## config.mk

```make
export PLATFORM = sky130hd
export DESIGN_NAME = positional_char_list_engine
export DESIGN_NICKNAME = d
export VERILOG_FILES = /design/src/sv/pcle_pkg.sv /design/src/sv/pcle_front.sv /design/src/sv/pcle_queue.sv /design/src/sv/pcle_back.sv /design/src/sv/positional_char_list_engine.sv
export SDC_FILE = /design/constraint.sdc
export NUM_CORES = 1
export LEC_CHECK = 0
export ABC_AREA = 1
export ABC_CLOCK_PERIOD_IN_PS = 4680
export BUFFER_PORTS_ARGS = -buffer_cell sky130_fd_sc_hd__buf_2
export CELL_PAD_IN_SITES_DETAIL_PLACEMENT = 0
export CELL_PAD_IN_SITES_GLOBAL_PLACEMENT = 1
export CORE_MARGIN = 5
export CORE_UTILIZATION = 28
export DETAILED_ROUTE_END_ITERATION = 8
export PLACE_DENSITY = 0.47
export RECOVER_POWER = 100
export SKIP_LAST_GASP = 1
export SYNTH_ARGS = -nofsm -noshare
export SYNTH_HDL_FRONTEND = slang
export SYNTH_HIERARCHICAL = 1
export SYNTH_SLANG_ARGS = --single-unit
```

## constraint.sdc

```tcl
create_clock -name clk -period 4.68 [get_ports clk]
set_input_delay 0.702 -clock clk [delete_from_list [all_inputs] [get_ports clk]]
set_output_delay 0.702 -clock clk [all_outputs]
set_load 0.05 [all_outputs]
```

## src/sv/pcle_pkg.sv

```systemverilog
package pcle_pkg;

	localparam int DEPTH_DEF  = 64;
	localparam int QDEPTH_DEF = 2;

	localparam int KIND_W  = 3;
	localparam int POS_W   = 7;
	localparam int VAL_W   = 8;
	localparam int COUNT_W = 7;

	localparam int IN_TDATA_W  = 16;
	localparam int IN_TUSER_W  = 3;
	localparam int OUT_TDATA_W = 24;
	localparam int OUT_PAD_W   = OUT_TDATA_W - (VAL_W + 1 + 1 + COUNT_W + 1);

	localparam logic [VAL_W-1:0] SEP_BYTE = 8'h3A;

	// Raw operation codes as they arrive in tuser
	localparam logic [KIND_W-1:0] KIND_INSERT  = 3'd0;
	localparam logic [KIND_W-1:0] KIND_DELETE  = 3'd1;
	localparam logic [KIND_W-1:0] KIND_READ    = 3'd2;
	localparam logic [KIND_W-1:0] KIND_REPLACE = 3'd3;
	localparam logic [KIND_W-1:0] KIND_MIRROR  = 3'd4;
	localparam logic [KIND_W-1:0] KIND_PREFIX  = 3'd5;
	localparam logic [KIND_W-1:0] KIND_CLEAR   = 3'd6;

	typedef enum logic [2:0] {
		OP_INSERT,
		OP_DELETE,
		OP_READ,
		OP_REPLACE,
		OP_MIRROR,
		OP_PREFIX,
		OP_CLEAR,
		OP_NOP
	} op_t;

	typedef struct packed {
		op_t              op;
		logic [POS_W-1:0] position;
		logic [VAL_W-1:0] value;
	} item_t;

	typedef enum logic [5:0] {
		ST_IDLE = 6'b000001,
		ST_SHUP = 6'b000010,
		ST_WALK = 6'b000100,
		ST_FIND = 6'b001000,
		ST_CMP  = 6'b010000,
		ST_DONE = 6'b100000
	} state_t;

endpackage

```

## src/sv/pcle_front.sv

```systemverilog
module pcle_front (
	input  logic                              clk,
	input  logic                              arst_n,
	input  logic                              s_tvalid,
	output logic                              s_tready,
	input  logic [pcle_pkg::IN_TDATA_W-1:0]   s_tdata,
	input  logic [pcle_pkg::IN_TUSER_W-1:0]   s_tuser,
	output logic                              push_valid,
	input  logic                              push_ready,
	output pcle_pkg::item_t                   push_item
);

	logic            valid_s1;
	pcle_pkg::item_t item_s1;
	pcle_pkg::item_t item_dec;

	// Classify the raw code into an operation
	always_comb begin
		item_dec.position = s_tdata[pcle_pkg::POS_W-1:0];
		item_dec.value    = s_tdata[pcle_pkg::POS_W +: pcle_pkg::VAL_W];
		case (s_tuser)
			pcle_pkg::KIND_INSERT:  item_dec.op = pcle_pkg::OP_INSERT;
			pcle_pkg::KIND_DELETE:  item_dec.op = pcle_pkg::OP_DELETE;
			pcle_pkg::KIND_READ:    item_dec.op = pcle_pkg::OP_READ;
			pcle_pkg::KIND_REPLACE: item_dec.op = pcle_pkg::OP_REPLACE;
			pcle_pkg::KIND_MIRROR:  item_dec.op = pcle_pkg::OP_MIRROR;
			pcle_pkg::KIND_PREFIX:  item_dec.op = pcle_pkg::OP_PREFIX;
			pcle_pkg::KIND_CLEAR:   item_dec.op = pcle_pkg::OP_CLEAR;
			default:                item_dec.op = pcle_pkg::OP_NOP;
		endcase
	end

	assign s_tready   = !valid_s1 || push_ready;
	assign push_valid = valid_s1;
	assign push_item  = item_s1;

	always_ff @(posedge clk or negedge arst_n) begin
		if (!arst_n) begin
			valid_s1 <= 1'b0;
		end else if (s_tvalid && s_tready) begin
			valid_s1 <= 1'b1;
		end else if (push_ready) begin
			valid_s1 <= 1'b0;
		end
	end

	always_ff @(posedge clk) begin
		if (s_tvalid && s_tready) begin
			item_s1 <= item_dec;
		end
	end

endmodule

```

## src/sv/pcle_queue.sv

```systemverilog
module pcle_queue #(
	parameter int QDEPTH = pcle_pkg::QDEPTH_DEF
) (
	input  logic            clk,
	input  logic            arst_n,
	input  logic            push_valid,
	output logic            push_ready,
	input  pcle_pkg::item_t push_item,
	output logic            pop_valid,
	input  logic            pop,
	output pcle_pkg::item_t pop_item
);

	localparam int QAW = (QDEPTH > 1) ? $clog2(QDEPTH) : 1;
	localparam int QCW = $clog2(QDEPTH + 1);

	pcle_pkg::item_t  slot_q [QDEPTH];
	logic [QAW-1:0]   wr_q;
	logic [QAW-1:0]   rd_q;
	logic [QCW-1:0]   fill_q;
	logic             do_push;
	logic             do_pop;

	assign push_ready = (fill_q != QCW'(QDEPTH));
	assign pop_valid  = (fill_q != '0);
	assign pop_item   = slot_q[rd_q];
	assign do_push    = push_valid && push_ready;
	assign do_pop     = pop && pop_valid;

	always_ff @(posedge clk or negedge arst_n) begin
		if (!arst_n) begin
			wr_q   <= '0;
			rd_q   <= '0;
			fill_q <= '0;
		end else begin
			if (do_push) begin
				wr_q <= (wr_q == QAW'(QDEPTH - 1)) ? '0 : QAW'(wr_q + 1'b1);
			end
			if (do_pop) begin
				rd_q <= (rd_q == QAW'(QDEPTH - 1)) ? '0 : QAW'(rd_q + 1'b1);
			end
			if (do_push && !do_pop) begin
				fill_q <= QCW'(fill_q + 1'b1);
			end else if (do_pop && !do_push) begin
				fill_q <= QCW'(fill_q - 1'b1);
			end
		end
	end

	always_ff @(posedge clk) begin
		if (do_push) begin
			slot_q[wr_q] <= push_item;
		end
	end

endmodule

```

## src/sv/pcle_back.sv

```systemverilog
module pcle_back #(
	parameter int DEPTH = pcle_pkg::DEPTH_DEF
) (
	input  logic                             clk,
	input  logic                             arst_n,
	input  logic                             q_valid,
	output logic                             q_pop,
	input  pcle_pkg::item_t                  q_item,
	output logic                             m_tvalid,
	input  logic                             m_tready,
	output logic [pcle_pkg::OUT_TDATA_W-1:0] m_tdata
);

	localparam int AW   = $clog2(DEPTH);
	localparam int CW   = $clog2(DEPTH + 1);
	localparam int CMPW = (CW > pcle_pkg::POS_W) ? CW : pcle_pkg::POS_W;

	// Entry store: one write port, two registered read ports
	logic [pcle_pkg::VAL_W-1:0] mem [DEPTH];
	logic [pcle_pkg::VAL_W-1:0] rda_q, rdb_q;
	logic                       ra_en, rb_en, we;
	logic [AW-1:0]              ra_addr, rb_addr, wa;
	logic [pcle_pkg::VAL_W-1:0] wd;

	pcle_pkg::state_t           st_q, st_d;
	logic [CW-1:0]              cnt_q, cnt_d;
	logic                       ovalid_q, ovalid_d;
	logic                       pend_q, pend_d;
	logic                       fin_q, fin_d;
	logic                       found_q, found_d;

	pcle_pkg::op_t              op_q, op_d;
	logic [AW-1:0]              pos_q, pos_d;
	logic [pcle_pkg::VAL_W-1:0] val_q, val_d;
	logic [AW-1:0]              idx_q, idx_d;
	logic [AW-1:0]              ib_q, ib_d;
	logic [AW-1:0]              end_q, end_d;
	logic [AW-1:0]              left_q, left_d;
	logic [AW-1:0]              pidx_q, pidx_d;
	logic [AW-1:0]              sep_q, sep_d;
	logic [pcle_pkg::VAL_W-1:0] rd_q, rd_d;
	logic                       err_q, err_d;
	logic                       pass_q, pass_d;
	logic [pcle_pkg::OUT_TDATA_W-1:0] odata_q, odata_d;

	logic [CMPW-1:0]            pos_w, cnt_w;
	logic [AW-1:0]              last_w, right_w;

	assign pos_w   = CMPW'(q_item.position);
	assign cnt_w   = CMPW'(cnt_q);
	assign last_w  = AW'(cnt_q - CW'(1));
	assign right_w = AW'(cnt_q - CW'(1) - CW'(sep_q));
	assign q_pop   = (st_q == pcle_pkg::ST_IDLE) && q_valid;

	always_comb begin
		st_d     = st_q;
		cnt_d    = cnt_q;
		ovalid_d = ovalid_q;
		pend_d   = 1'b0;
		fin_d    = fin_q;
		found_d  = found_q;
		op_d     = op_q;
		pos_d    = pos_q;
		val_d    = val_q;
		idx_d    = idx_q;
		ib_d     = ib_q;
		end_d    = end_q;
		left_d   = left_q;
		pidx_d   = pidx_q;
		sep_d    = sep_q;
		rd_d     = rd_q;
		err_d    = err_q;
		pass_d   = pass_q;
		odata_d  = odata_q;
		ra_en    = 1'b0;
		rb_en    = 1'b0;
		ra_addr  = idx_q;
		rb_addr  = ib_q;
		we       = 1'b0;
		wa       = idx_q;
		wd       = rda_q;

		if (m_tready) begin
			ovalid_d = 1'b0;
		end

		case (st_q)
			pcle_pkg::ST_IDLE: begin
				if (q_valid) begin
					op_d    = q_item.op;
					pos_d   = AW'(q_item.position);
					val_d   = q_item.value;
					rd_d    = '0;
					err_d   = 1'b0;
					pass_d  = 1'b0;
					found_d = 1'b0;
					fin_d   = 1'b0;
					st_d    = pcle_pkg::ST_DONE;
					case (q_item.op)
						pcle_pkg::OP_INSERT: begin
							if (pos_w > cnt_w || cnt_q == CW'(DEPTH)) begin
								err_d = 1'b1;
							end else if (pos_w == cnt_w) begin
								we    = 1'b1;
								wa    = AW'(q_item.position);
								wd    = q_item.value;
								cnt_d = CW'(cnt_q + 1'b1);
							end else begin
								idx_d = last_w;
								st_d  = pcle_pkg::ST_SHUP;
							end
						end
						pcle_pkg::OP_DELETE, pcle_pkg::OP_READ: begin
							if (pos_w >= cnt_w) begin
								err_d = 1'b1;
							end else begin
								idx_d = AW'(q_item.position);
								end_d = (q_item.op == pcle_pkg::OP_DELETE) ?
									last_w : AW'(q_item.position);
								st_d  = pcle_pkg::ST_WALK;
							end
						end
						pcle_pkg::OP_REPLACE: begin
							if (pos_w >= cnt_w) begin
								err_d = 1'b1;
							end else begin
								we = 1'b1;
								wa = AW'(q_item.position);
								wd = q_item.value;
							end
						end
						pcle_pkg::OP_MIRROR, pcle_pkg::OP_PREFIX: begin
							if (cnt_q != '0) begin
								idx_d = '0;
								end_d = last_w;
								st_d  = pcle_pkg::ST_FIND;
							end
						end
						pcle_pkg::OP_CLEAR: begin
							cnt_d = '0;
						end
						default: begin
						end
					endcase
				end
			end

			// Move entries up one place, top first, then drop the new byte in
			pcle_pkg::ST_SHUP: begin
				if (!fin_q) begin
					ra_en   = 1'b1;
					ra_addr = idx_q;
					pend_d  = 1'b1;
					pidx_d  = idx_q;
					if (idx_q == pos_q) begin
						fin_d = 1'b1;
					end else begin
						idx_d = AW'(idx_q - 1'b1);
					end
				end
				if (pend_q) begin
					we = 1'b1;
					wa = AW'(pidx_q + 1'b1);
					wd = rda_q;
				end else if (fin_q) begin
					we    = 1'b1;
					wa    = pos_q;
					wd    = val_q;
					cnt_d = CW'(cnt_q + 1'b1);
					st_d  = pcle_pkg::ST_DONE;
				end
			end

			// Read the target entry; for a delete also move later entries down
			pcle_pkg::ST_WALK: begin
				if (!fin_q) begin
					ra_en   = 1'b1;
					ra_addr = idx_q;
					pend_d  = 1'b1;
					pidx_d  = idx_q;
					if (idx_q == end_q) begin
						fin_d = 1'b1;
					end else begin
						idx_d = AW'(idx_q + 1'b1);
					end
				end
				if (pend_q) begin
					if (pidx_q == pos_q) begin
						rd_d = rda_q;
					end else if (op_q == pcle_pkg::OP_DELETE) begin
						we = 1'b1;
						wa = AW'(pidx_q - 1'b1);
						wd = rda_q;
					end
				end else if (fin_q) begin
					if (op_q == pcle_pkg::OP_DELETE) begin
						cnt_d = CW'(cnt_q - 1'b1);
					end
					st_d = pcle_pkg::ST_DONE;
				end
			end

			// Locate the first separator
			pcle_pkg::ST_FIND: begin
				if (!fin_q) begin
					ra_en   = 1'b1;
					ra_addr = idx_q;
					pend_d  = 1'b1;
					pidx_d  = idx_q;
					if (idx_q == end_q) begin
						fin_d = 1'b1;
					end else begin
						idx_d = AW'(idx_q + 1'b1);
					end
				end
				if (pend_q) begin
					if (!found_q && rda_q == pcle_pkg::SEP_BYTE) begin
						found_d = 1'b1;
						sep_d   = pidx_q;
					end
				end else if (fin_q) begin
					st_d = pcle_pkg::ST_DONE;
					if (!found_q) begin
						pass_d = 1'b0;
					end else if (op_q == pcle_pkg::OP_MIRROR && right_w > sep_q) begin
						pass_d = 1'b0;
					end else if (right_w == '0) begin
						pass_d = 1'b1;
					end else begin
						pass_d = 1'b1;
						left_d = right_w;
						idx_d  = AW'(sep_q + 1'b1);
						ib_d   = (op_q == pcle_pkg::OP_MIRROR) ? AW'(sep_q - 1'b1) : '0;
						fin_d  = 1'b0;
						st_d   = pcle_pkg::ST_CMP;
					end
				end
			end

			// Compare the right part against the left part, one pair a cycle
			pcle_pkg::ST_CMP: begin
				if (!fin_q) begin
					ra_en   = 1'b1;
					rb_en   = 1'b1;
					ra_addr = idx_q;
					rb_addr = ib_q;
					pend_d  = 1'b1;
					idx_d   = AW'(idx_q + 1'b1);
					ib_d    = (op_q == pcle_pkg::OP_MIRROR) ?
						AW'(ib_q - 1'b1) : AW'(ib_q + 1'b1);
					left_d  = AW'(left_q - 1'b1);
					if (left_q == AW'(1)) begin
						fin_d = 1'b1;
					end
				end
				if (pend_q) begin
					if (rda_q != rdb_q) begin
						pass_d = 1'b0;
					end
				end else if (fin_q) begin
					st_d = pcle_pkg::ST_DONE;
				end
			end

			pcle_pkg::ST_DONE: begin
				if (!ovalid_q || m_tready) begin
					odata_d  = {
						{pcle_pkg::OUT_PAD_W{1'b0}},
						(cnt_q == '0),
						pcle_pkg::COUNT_W'(cnt_q),
						pass_q,
						err_q,
						rd_q
					};
					ovalid_d = 1'b1;
					st_d     = pcle_pkg::ST_IDLE;
				end
			end

			default: begin
				st_d = pcle_pkg::ST_IDLE;
			end
		endcase
	end

	always_ff @(posedge clk or negedge arst_n) begin
		if (!arst_n) begin
			st_q     <= pcle_pkg::ST_IDLE;
			cnt_q    <= '0;
			ovalid_q <= 1'b0;
			pend_q   <= 1'b0;
			fin_q    <= 1'b0;
			found_q  <= 1'b0;
		end else begin
			st_q     <= st_d;
			cnt_q    <= cnt_d;
			ovalid_q <= ovalid_d;
			pend_q   <= pend_d;
			fin_q    <= fin_d;
			found_q  <= found_d;
		end
	end

	always_ff @(posedge clk) begin
		op_q    <= op_d;
		pos_q   <= pos_d;
		val_q   <= val_d;
		idx_q   <= idx_d;
		ib_q    <= ib_d;
		end_q   <= end_d;
		left_q  <= left_d;
		pidx_q  <= pidx_d;
		sep_q   <= sep_d;
		rd_q    <= rd_d;
		err_q   <= err_d;
		pass_q  <= pass_d;
		odata_q <= odata_d;
	end

	always_ff @(posedge clk) begin
		if (we) begin
			mem[wa] <= wd;
		end
		if (ra_en) begin
			rda_q <= mem[ra_addr];
		end
		if (rb_en) begin
			rdb_q <= mem[rb_addr];
		end
	end

	assign m_tvalid = ovalid_q;
	assign m_tdata  = odata_q;

	a_cnt_bound: assert property (@(posedge clk) disable iff (!arst_n)
		cnt_q <= CW'(DEPTH))
		else $error("entry count beyond capacity");

	a_write_in_list: assert property (@(posedge clk) disable iff (!arst_n)
		we |-> (CW'(wa) <= cnt_q))
		else $error("store write outside the list");

	a_done_delivers: assert property (@(posedge clk) disable iff (!arst_n)
		(st_q == pcle_pkg::ST_DONE && (!ovalid_q || m_tready))
			|=> (m_tvalid && st_q == pcle_pkg::ST_IDLE))
		else $error("finished item not delivered");

endmodule

```

## src/sv/positional_char_list_engine.sv

```systemverilog
// Positional byte list engine.
// Input channel s_*: one item per operation. tuser carries the operation code
// (insert, delete, read, replace, mirror check, prefix check, clear); tdata
// carries the list position and the byte value.
// Output channel m_*: exactly one result item per input item, in order.
// The front stage registers and classifies items and hands them through a
// short queue to the execution unit, so input keeps flowing while the unit
// works or while a result waits on the output register.
// In the execution unit, replace, clear, an unused kind, an append, any error
// and a check of an empty list need no walk over the store. Read, delete and
// an insert below the count walk the entries; a check first searches for the
// separator and then, when needed, compares the part after the separator with
// the part before it.
// The walk over the single-write entry store moves or compares one entry per
// cycle.
// Reset empties the list at once; entries are never read above the count.
// When the receiver stalls, the result is held in the output register, the
// unit finishes the next item and waits, and the queue then fills up before
// s_tready falls.
module positional_char_list_engine #(
	parameter int DEPTH  = pcle_pkg::DEPTH_DEF,
	parameter int QDEPTH = pcle_pkg::QDEPTH_DEF
) (
	input  logic                             clk,
	input  logic                             arst_n,
	input  logic                             s_tvalid,
	output logic                             s_tready,
	// [6:0] position, [14:7] value, [15] zero
	input  logic [pcle_pkg::IN_TDATA_W-1:0]  s_tdata,
	// [2:0] kind
	input  logic [pcle_pkg::IN_TUSER_W-1:0]  s_tuser,
	output logic                             m_tvalid,
	input  logic                             m_tready,
	// [7:0] read_value, [8] op_error, [9] check_pass, [16:10] entry_count,
	// [17] is_empty, [23:18] zero
	output logic [pcle_pkg::OUT_TDATA_W-1:0] m_tdata
);

	// Front stage to queue
	logic            push_valid;
	logic            push_ready;
	pcle_pkg::item_t push_item;

	// Queue to execution unit
	logic            q_valid;
	logic            q_pop;
	pcle_pkg::item_t q_item;

	pcle_front u_front (
		.clk        (clk),
		.arst_n     (arst_n),
		.s_tvalid   (s_tvalid),
		.s_tready   (s_tready),
		.s_tdata    (s_tdata),
		.s_tuser    (s_tuser),
		.push_valid (push_valid),
		.push_ready (push_ready),
		.push_item  (push_item)
	);

	pcle_queue #(
		.QDEPTH (QDEPTH)
	) u_queue (
		.clk        (clk),
		.arst_n     (arst_n),
		.push_valid (push_valid),
		.push_ready (push_ready),
		.push_item  (push_item),
		.pop_valid  (q_valid),
		.pop        (q_pop),
		.pop_item   (q_item)
	);

	// Execution unit: owns the entry store, the count and the output register
	pcle_back #(
		.DEPTH (DEPTH)
	) u_back (
		.clk      (clk),
		.arst_n   (arst_n),
		.q_valid  (q_valid),
		.q_pop    (q_pop),
		.q_item   (q_item),
		.m_tvalid (m_tvalid),
		.m_tready (m_tready),
		.m_tdata  (m_tdata)
	);

endmodule
```

==> metrics.yaml <==
grt:
  use_met2_pct: 33.09
  grt_pass1_wl_mm: 197.3
  grt_usage_pct: 20.37
  grt_pass1_vias: 27240
  met1_usage_pct: 28.81
  busiest_layer: "met2"
  grt_max_degree: 140
  met3_usage_pct: 2.216
  antenna_found_initial: 0
  grt.overflow.total: 0
cells_and_area:
  area_growth_pct: 14.39
  num-nets-final: 3686
  postLayoutCoreUtil_pct: 32.14
  drive_gt1_share_pct: 9.079
  diodes: 0
min_path:
  hold_class: "in2reg"
  holdPathStages: 1
critical_path:
  worstPathBufferInverterCount: 4
  critPathTopFamily: "buffers and inverters"
  end_kind: "register"
  r2r_cells: 13
  cp.depth: 13
  critPathMaxStageDelay_ns: 1.06
  endpoint: "u_back/mem[42][0]$_DFFE_PP_"
  startpoint_type: "register"
  cpMostUsedCell: "nor2_1"
  cp_max_fo: 20
  r2r_slack_ns: 0.19
  arrival_ns: 4.85
  r2r_start: "u_back/st_q[0]$_DFFE_PN1P_"
  cp_slowest_cell: "clkbuf_1"
  critPathKind: "reg2reg"
  crit_required_ns: 5.04
  crit_path_start: "u_back/st_q[0]$_DFFE_PN1P_"
  cp_cell_sequence: "nor2_1 > nand4_1 > clkbuf_1 > inv_1 > nand3_1 > nand2_1 > nor2_1 > nand2_1 > nand2_2 > nand4_2 > buf_4 > nor2_1 > clkbuf_2"
  r2r-end: "u_back/mem[42][0]$_DFFE_PP_"
die:
  die_y_um: 362.0
  rows: 129
  die_w_um: 362.0
  core-area_sq_mm: 0.1235
  initial_core_util_pct: 28.09
  die_area_sq_mm: 0.1310
  pin_count: 49
synth:
  syn_area_per_cell_sq_um: 9.681
  syn_area_sq_mm: 0.03469
  async_flop_share_pct: 3.212
  synth-seq-area-share_pct: 58.98
  yosys_register_bits: 685
  synthCells: 3583
  synth-edff-count: 663
  synth.distinct_cells: 61
  synthFlopType: "edfxtp_1"
  yosys_warnings: 6
cts:
  tritoncts: "built"
  cts.sinks: 685
  ctsRootBufferMaster: "clkbuf_16"
  clockBufferDepth: 3
  numCtsBuffers: 85
  path_clk_slew_ns: 0.06
  cts_hold_buf: 1
  htreeDepth: 3
  insertion_delay_ns: 0.69
  ctsResizeCount: 0
  cts_setup_buffers: 0
sta:
  final_hold_viol_count: 0
  tightest_slew_ns: 2.633
  rsz0062_at_grt: "no"
  maxSlewViolCount: 170
  setup_viol: 0
  finalWorstSetupSlack_ns: 0.1865
  finClkSkew_ns: 0.02447
  fin_crit_sh_pct: 96.01
  tns_ns: 0
  fmax_mhz: 222.5
  post-route-min-period_ns: 4.493
  slew_headroom_pct: -75.51
route:
  drt_iter0_markers: 2397
  dr.pass1.iters: 5
  vias: 27940
  drt-wirelength-per-cell_um: 25.63
  drt_wl_total_mm: 136.6
  vias_per_cell: 5.244
  ant_nets: 0
  drc: 0
placed_design:
  pre_cts_ws_ns: 0.4391
  numPortBuffers: 41
  dp_hpwl_mm: 84.62
  place_congestion: 0.8050
power:
  max-vdd-ir-drop_mv: 0.3735
  p_per_area_mw_per_mm2: 703.1
  static-leakage-power_nw: 13.53
flow_run:
  maxCapViolations: 4
status:
  failed_checks: "max-capacitance violations, max-slew violations"
  outcome: "finished with violations"
## where the power goes
group | internal [W] | switching, W
Clock | 0.00353 | 0.00272
Sequential | 0.00886 | 0.000343
Combinational | 0.00297 | 0.00947
Total | 0.0154 | 0.0125
## registers in the layout (all words and copies together), names as in the netlist, 3 cells and up
| register | count |
|---|---|
| u_queue/slot_q | 36 |
| u_back/sep_q | 6 |
| u_back/st_q | 6 |
| u_back/pos_q | 6 |
| u_back/m_tdata | 18 |
| u_back/ib_q | 6 |
| u_back/left_q | 6 |
| u_back/cnt_q | 7 |
| u_back/rd_q | 8 |
| u_back/idx_q | 6 |
| u_front/push_item | 18 |
| u_back/val_q | 8 |
| u_back/rda_q | 8 |
| u_back/rdb_q | 8 |
| u_back/mem | 512 |
| u_back/op_q | 3 |
| u_back/pidx_q | 6 |
| u_back/end_q | 6 |
## logic make-up (layout without fill, tap and decap cells)
logic type               after synthesis  count (layout)  synth area share (%)
AO/OA/AOI/OAI                       1135            1135                 18.67
XOR/XNOR                              47              47                 1.208
adder cells (fa/ha/maj)               36              36                 1.342
buffers and inverters                404             506                 4.599
flip-flops                           685             685                 58.98
multiplexers                           1               1               0.03246
other                                  1               6               0.01081
AND/OR/NAND/NOR                     1274            1274                 15.16
## routing by layer
layer / vias up / wire length [um] / share of wire [%]
met3: 173 / 6657 / 4.9
met2: 798 / 63650 / 47
li1: 13020 / - / -
met5: - / 0 / 0
met4: 0 / 3517 / 2.6
met1: 13940 / 62730 / 46
## cell usage in the layout (no fill, tap or decap), drive strengths merged, types with 2 or more instances in the layout
master	count
nor2	799
o21ai	698
edfxtp	663
nand2	328
o22ai	272
clkbuf	194
inv	146
buf	116
nand3	81
a21oi	48
o221ai	40
clkinv	40
o211ai	36
xor2	36
ha	34
nand4	29
dfrtp	21
nor3	18
o311ai	12
o32ai	12
xnor2	11
nor4	10
clkinvlp	6
conb	6
or2	4
bufinv	3
nand3b	3
o31ai	3
o21bai	3
a31oi	3
a21o	2
o41ai	2
fa	2
## area by class of cell
class | count | area (sq um)
Clock inverter | 47 | 374.1
Clock buffer | 103 | 2215
Inverter | 148 | 568.0
Sequential cell | 685 | 20460
Tap cell | 1637 | 2048
Multi-Input combinational cell | 2499 | 12590
Fill cell | 12770 | 83790
Timing Repair Buffer | 208 | 1424
## cell usage after synthesis (all sizes together) (2+ instances only)
cell type | count | area (sq um)
o21bai | 3 | 22.52
a31oi | 3 | 33.78
clkbuf | 221 | 829.6
dfrtp | 21 | 525.5
a21oi | 48 | 281.5
inv | 142 | 533.0
or2 | 4 | 25.03
o22ai | 272 | 1702
clkinv | 6 | 22.52
fa | 2 | 40.04
buf | 35 | 210.2
nand4 | 29 | 219.0
o221ai | 40 | 350.3
o31ai | 3 | 22.52
nor3 | 18 | 90.09
nand3 | 81 | 473.0
o41ai | 2 | 17.52
nor2 | 799 | 3058
xor2 | 36 | 322.8
xnor2 | 11 | 96.34
nand3b | 3 | 22.52
nor4 | 10 | 62.56
nand2 | 328 | 1291
o32ai | 12 | 105.1
edfxtp | 663 | 19910
a21o | 2 | 15.01
o311ai | 12 | 105.1
o21ai | 698 | 3512
ha | 34 | 425.4
o211ai | 36 | 275.3
## worst min path at each step
| stage | end | slack [ns] | startpoint |
|---|---|---|---|
| CTS | u_front/push_item[17]$_DFFE_PP_ | 0.12 | s_tuser[2] |
| global placement | u_back/m_tdata[9]$_DFFE_PP_ | 0.41 | u_back/pass_q$_SDFFCE_PN0P_ |
| global route | u_front/push_item[10]$_DFFE_PP_ | 0.16 | s_tdata[2] |
| finish | u_front/push_item[16]$_DFFE_PP_ | 0.18 | s_tuser[1] |
| detailed placement | u_back/m_tdata[9]$_DFFE_PP_ | 0.42 | u_back/pass_q$_SDFFCE_PN0P_ |
| floorplan | u_back/m_tdata[0]$_DFFE_PP_ | 0.40 | u_back/rd_q[0]$_SDFFCE_PN0P_ |
## through the flow
| stage | power (W) | area, sq um | std cells | hold WS [ns] |
|---|---|---|---|---|
| 5_1_grt | 0.02947 | 39680 | 5327 | 0.1569 |
| 3_3_place_gp | 0.02223 | 37440 | 5176 | 0.4107 |
| 2_1_floorplan | 0.01655 | 34710 | 3588 | 0.4003 |
| 3_5_place_dp | 0.02209 | 37440 | 5176 | 0.4213 |
| 6_report | 0.02790 | 39680 | 5327 | 0.1844 |
| 4_1_cts | 0.02847 | 40040 | 5327 | 0.1197 |
Power figures use the tool's default switching activity.
